### src/rtl/core/assert_macros.svh
`ifndef ASSERT_MACROS_SVH
`define ASSERT_MACROS_SVH

// property must hold at every clock edge outside reset
`define ASSERT_ALWAYS(label, clk, rst_n, prop, msg) \
    label: assert property (@(posedge clk) disable iff (!rst_n) prop) else $error(msg);

// condition must never be seen outside reset
`define ASSERT_NEVER(label, clk, rst_n, expr, msg) \
    label: assert property (@(posedge clk) disable iff (!rst_n) !(expr)) else $error(msg);

`endif

### src/rtl/core/cbm_pkg.sv
`timescale 1ns / 1ps

package cbm_pkg;

    typedef enum logic [2:0] {
        CMD_ROM_READ  = 3'd0,
        CMD_REG_WRITE = 3'd1,
        CMD_RAM_READ  = 3'd2,
        CMD_RAM_WRITE = 3'd3,
        CMD_ROM_LOAD  = 3'd4
    } t_cmd;

    typedef enum logic [1:0] {
        SRC_CONST = 2'd0,
        SRC_ROM   = 2'd1,
        SRC_RAM   = 2'd2
    } t_src;

    typedef struct packed {
        logic       rom_rd;
        logic       rom_wr;
        logic       ram_rd;
        logic       ram_wr;
        t_src       src;
        logic [7:0] const_data;
        logic       status;
    } t_ctrl;

    localparam int ROM_OFF_W = 14;
    localparam int RAM_OFF_W = 13;

    localparam logic [15:0] ADDR_REG_ROM_BANK = 16'h2000;
    localparam logic [15:0] ADDR_ROM_BANKED   = 16'h4000;
    localparam logic [15:0] ADDR_REG_LATCH    = 16'h6000;
    localparam logic [15:0] ADDR_ROM_TOP      = 16'h8000;
    localparam logic [15:0] ADDR_RAM_BASE     = 16'hA000;
    localparam logic [15:0] ADDR_RAM_LAST     = 16'hBFFF;

    localparam logic [3:0] RAM_ENABLE_KEY = 4'hA;
    localparam logic [7:0] READ_DISABLED  = 8'hFF;

endpackage

### src/rtl/core/cbm_ctrl.sv
`timescale 1ns / 1ps

module cbm_ctrl import cbm_pkg::*; #(
    parameter int ROM_BANKS = 128,
    parameter int RAM_BANKS = 4,
    localparam int ROM_BW   = $clog2(ROM_BANKS),
    localparam int RAM_BW   = (RAM_BANKS > 1) ? $clog2(RAM_BANKS) : 1,
    localparam int ROM_DEPTH = ROM_BANKS * (2 ** ROM_OFF_W),
    localparam int RAM_DEPTH = RAM_BANKS * (2 ** RAM_OFF_W),
    localparam int ROM_AW   = $clog2(ROM_DEPTH),
    localparam int RAM_AW   = $clog2(RAM_DEPTH)
) (
    input  logic              i_clk,
    input  logic              i_rst_n,
    input  logic              i_en,
    input  logic [2:0]        i_cmd,
    input  logic [20:0]       i_address,
    input  logic [7:0]        i_data,
    output t_ctrl             o_ctrl,
    output logic [ROM_AW-1:0] o_rom_addr,
    output logic [RAM_AW-1:0] o_ram_addr
);

    logic              r_ram_enable;
    logic [ROM_BW-1:0] r_rom_bank;
    logic [RAM_BW-1:0] r_ram_bank;
    logic              n_ram_enable;
    logic [ROM_BW-1:0] n_rom_bank;
    logic [RAM_BW-1:0] n_ram_bank;

    logic        bus_ok;
    logic [15:0] bus_addr;
    logic        in_ram;
    logic [6:0]  rom_raw;
    t_ctrl       ctrl;

    // restoring reduction of a narrow bank number by the built bank count
    function automatic logic [ROM_BW-1:0] f_rom_mod(input logic [6:0] v);
        logic [6:0] r;
        r = v;
        for (int k = 6; k >= 0; k--) begin
            if (14'(r) >= (14'(ROM_BANKS) << k)) begin
                r = 7'(14'(r) - (14'(ROM_BANKS) << k));
            end
        end
        return ROM_BW'(r);
    endfunction

    function automatic logic [RAM_BW-1:0] f_ram_mod(input logic [3:0] v);
        logic [3:0] r;
        r = v;
        for (int k = 3; k >= 0; k--) begin
            if (8'(r) >= (8'(RAM_BANKS) << k)) begin
                r = 4'(8'(r) - (8'(RAM_BANKS) << k));
            end
        end
        return RAM_BW'(r);
    endfunction

    assign bus_addr = i_address[15:0];
    assign bus_ok   = (i_address[20:16] == 5'd0);
    assign in_ram   = bus_ok && (bus_addr >= ADDR_RAM_BASE) && (bus_addr <= ADDR_RAM_LAST);
    assign rom_raw  = (i_data[6:0] == 7'd0) ? 7'd1 : i_data[6:0];

    always_comb begin
        ctrl         = '0;
        ctrl.src     = SRC_CONST;
        n_ram_enable = r_ram_enable;
        n_rom_bank   = r_rom_bank;
        n_ram_bank   = r_ram_bank;
        o_rom_addr   = ROM_AW'({r_rom_bank, bus_addr[ROM_OFF_W-1:0]});
        o_ram_addr   = RAM_AW'({r_ram_bank, bus_addr[RAM_OFF_W-1:0]});
        case (i_cmd)
            CMD_ROM_READ: begin
                if (bus_ok && (bus_addr < ADDR_ROM_BANKED)) begin
                    ctrl.rom_rd = 1'b1;
                    ctrl.src    = SRC_ROM;
                    o_rom_addr  = ROM_AW'(bus_addr[ROM_OFF_W-1:0]);
                end else if (bus_ok && (bus_addr < ADDR_ROM_TOP)) begin
                    ctrl.rom_rd = 1'b1;
                    ctrl.src    = SRC_ROM;
                end else begin
                    ctrl.status = 1'b1;
                end
            end
            CMD_REG_WRITE: begin
                if (!bus_ok || (bus_addr >= ADDR_ROM_TOP)) begin
                    ctrl.status = 1'b1;
                end else if (bus_addr < ADDR_REG_ROM_BANK) begin
                    n_ram_enable = (i_data[3:0] == RAM_ENABLE_KEY);
                end else if (bus_addr < ADDR_ROM_BANKED) begin
                    n_rom_bank = f_rom_mod(rom_raw);
                end else if (bus_addr < ADDR_REG_LATCH) begin
                    n_ram_bank = f_ram_mod(i_data[3:0]);
                end
            end
            CMD_RAM_READ: begin
                if (!r_ram_enable) begin
                    ctrl.const_data = READ_DISABLED;
                end else if (in_ram) begin
                    ctrl.ram_rd = 1'b1;
                    ctrl.src    = SRC_RAM;
                end else begin
                    ctrl.status = 1'b1;
                end
            end
            CMD_RAM_WRITE: begin
                if (r_ram_enable) begin
                    if (in_ram) begin
                        ctrl.ram_wr = 1'b1;
                    end else begin
                        ctrl.status = 1'b1;
                    end
                end
            end
            CMD_ROM_LOAD: begin
                ctrl.rom_wr = ({1'b0, i_address} < 22'(ROM_DEPTH));
                o_rom_addr  = i_address[ROM_AW-1:0];
            end
            default: begin
                ctrl.status = 1'b1;
            end
        endcase
    end

    assign o_ctrl = ctrl;

    always_ff @(posedge i_clk) begin
        if (!i_rst_n) begin
            r_ram_enable <= 1'b0;
            r_rom_bank   <= ROM_BW'(1);
            r_ram_bank   <= '0;
        end else if (i_en) begin
            r_ram_enable <= n_ram_enable;
            r_rom_bank   <= n_rom_bank;
            r_ram_bank   <= n_ram_bank;
        end
    end

endmodule

### config.mk
export PLATFORM = sky130hd
export DESIGN_NAME = cbm_ctrl
export DESIGN_NICKNAME = d
export VERILOG_FILES = /design/src/rtl/core/assert_macros.svh /design/src/rtl/core/cbm_pkg.sv /design/src/rtl/core/cbm_ctrl.sv
export SDC_FILE = /design/constraint.sdc
export NUM_CORES = 1
export LEC_CHECK = 0
export BUFFER_PORTS_ARGS = -buffer_cell sky130_fd_sc_hd__buf_2
export CORE_ASPECT_RATIO = 0.5
export CORE_MARGIN = 4
export CORE_UTILIZATION = 30
export DETAILED_ROUTE_END_ITERATION = 10
export GPL_TIMING_DRIVEN = 0
export PLACE_DENSITY = 0.67
export SYNTH_ARGS = -nofsm -noshare
export SYNTH_HDL_FRONTEND = slang
export SYNTH_SLANG_ARGS = --single-unit
export TNS_END_PERCENT = 10
### constraint.sdc
create_clock -name i_clk -period 2.5 [get_ports i_clk]
set_clock_uncertainty 0.15 [all_clocks]
set_input_delay 0.5 -clock i_clk [delete_from_list [all_inputs] [get_ports i_clk]]
set_output_delay 0.5 -clock i_clk [all_outputs]
set_load 0.01 [all_outputs]
==> impl_metrics.ini <==
[status]
status = finished with violations
violations = negative setup slack

[logic_synthesis]
syn_avg_cell_area_um2 = 8.50
synth_cell_type_count = 31
ys_ff_latch = 10
netlist_area_um2 = 961
syn_nets = 148
yosysWarnings = 0
syn_inst = 113
synth_seq_area_share_pct = 20.8

[timing]
worst_pin_slew_ps = 781
report.final.slew_viol_count = 0
fmax_mhz = 395
finalHoldViolCount = 0
finalSetupViolCount = 6
period_needed_ps = 2530
worst_hold_slack_ps = 315
slew_headroom_pct = 47.5
worst_slack_ps = -29.8
fin_tns_setup_ps = -110
rsz0062_at_grt = yes
post-route-period-util_pct = 101

[routing]
vias = 987
vias_per_cell = 4.35
wl_um = 2640
first_iter_violations = 24
wl_per_cell_um = 11.6
detail-route-antenna-nets = 0
first_pass_iters = 2
drc = 0

[clock_network]
cts_buffers = 3
clock_path_buffers = 2
cts_max_level = 1
path_clk_slew_ps = 50
cts.sinks = 10
cts_tree = built
clock_latency_ps = 230
cts_root_buffer = clkbuf_8
cts_hold_buffers = 0

[critical_path]
worstPathRequired_ps = 1850
cp_max_fo = 3
arrival_ps = 1880
crit_type = in -> out
critical_path.startpoint_type = input port
worstSetupEndpointType = output port
rrSetupSlack_ps = 1620
r2r_cells = 3

[floorplan]
die-height_um = 48.0
num_rows = 14
dieArea_um2 = 4230
start_util_pct = 31.7
ios = 86
die_w_um = 88.0
coreArea_um2 = 3030

[cells_and_area]
final_common_cell = buf_2
final_core_util_pct = 47.4
nets = 224
layout.cells.non_filler = 227
final_cell_mix = buf_2, buf_4, dfxtp_1
drive_above_1_share_pct = 63.6
multiInputGateArea_um2 = 498
synthToLayoutAreaGrowth_pct = 49.6
fill_cells = 292
antenna_cells_inserted = 0
ff_latch_area_um2 = 200

[global_route]
use_met1_pct = 12.6
first_global_vias = 868
grt-ovfl-total = 0
grt_max_degree = 11
antenna_found_initial = 0
busiest_layer = met2
gr-usage-met2_pct = 21.4
grt_use_met3_pct = 2.06
grt_util_all_layers_pct = 11.1
grt_pass1_wl_um = 3640

[run]
drv_cap = 0

[pwr]
clock_power_share_pct = 34.6
p_leak_nw = 0.784
peakVddDrop_v = 0.000150
p_seq_share_pct = 34.2
p_per_area_nw_per_um2 = 325
p_int_w = 0.000343
switching_power_w = 0.000125
p_comb_share_pct = 31.3
switching_share_pct = 26.7

[hold_path]
holdPathStages = 2
hold_path_class = reg -> reg

[placement]
port_buffers = 71
place_inst = 224
gp_congestion = 0.701
hpwl_um = 2200
dp_slack_ps = -113
==> Yosys cell counts, drive strengths merged <==
master | n | area (µm²)
nand2b | 1 | 6.26
nand4b | 1 | 8.76
inv | 1 | 3.75
nor2 | 4 | 17.5
o21ai | 4 | 23.8
nand2 | 6 | 22.5
clkbuf | 2 | 7.51
and2 | 1 | 6.26
buf | 35 | 263
a21oi | 3 | 15.0
and3b | 2 | 17.5
or4 | 2 | 18.8
nand4 | 2 | 18.8
nor2b | 9 | 56.3
a31o | 2 | 17.5
and4bb | 1 | 12.5
dfxtp | 10 | 200
mux2i | 8 | 80.1
o21a | 2 | 15.0
nor4 | 2 | 33.8
nor3 | 9 | 61.3
a22o | 5 | 43.8
and3 | 1 | 11.3
==> metal layers <==
layer	wire (µm)	share of wire [%]
met1	1070	41
met2	1280	49
met3	267	10
met4	19	0.72
met5	0	0
==> logic make-up after synthesis <==
logic type / share of synthesized area, %
simple gates: 30.3
compound gates: 12.0
buf+inv: 28.5
mux: 8.33
flops: 20.8
==> repair_timing <==
item / 4_1_cts / 5_1_grt
endpoints found under the setup margin: 8 / 16
resized for setup: 5 / 0
buffers inserted: 0 / 0
==> power by group through the flow <==
stage	logic, W	clock network [W]	registers [W]
floorplan	0.0000791	0	0.000163
global placement	0.000142	0	0.000163
detailed placement	0.000144	0	0.000163
CTS	0.000147	0.000166	0.000160
global route	0.000159	0.000175	0.000160
finish	0.000146	0.000162	0.000160
==> critical path, stage by stage <==
cell     delay, ps
buf_6          100
or4_4          580
nor3_4         160
nand4_1        160
nor3_2         150
buf_4          140
buf_6           90
==> stage by stage <==
| stage | power, W | cell area [µm²] |
|---|---|---|
| 6_report | 0.000468 | 1440 |
| 5_1_grt | 0.000493 | 1440 |
| 3_3_place_gp | 0.000305 | 1370 |
| 4_1_cts | 0.000473 | 1440 |
| 2_1_floorplan | 0.000242 | 966 |
| 3_5_place_dp | 0.000307 | 1370 |
==> flip-flops by register name, indices dropped and copies added, names as in the netlist <==
name,cells
r_ram_bank,2
r_ram_enable,1
r_rom_bank,7
==> path summary, 6_finish.rpt <==
kind,start,end
worst max-delay path,i_address[16],o_ctrl[12]
worst min-delay path,r_ram_bank[0]$_SDFFE_PN0P_,r_ram_bank[0]$_SDFFE_PN0P_
worst max register to register,r_ram_enable$_SDFFE_PN0P_,r_ram_enable$_SDFFE_PN0P_
worst min register to register,r_ram_bank[0]$_SDFFE_PN0P_,r_ram_bank[0]$_SDFFE_PN0P_
==> final cells by class <==
| type | instances | share of cell area, % |
|---|---|---|
| tap | 40 | 3.48 |
| timing repair buffer | 71 | 26.0 |
| sequential | 10 | 13.9 |
| inverter | 1 | 0.261 |
| clock buffer | 3 | 2.87 |
| multi-input combinational | 65 | 34.6 |
| buffer | 37 | 18.8 |
No activity file was read; power rests on OpenSTA's default activity.
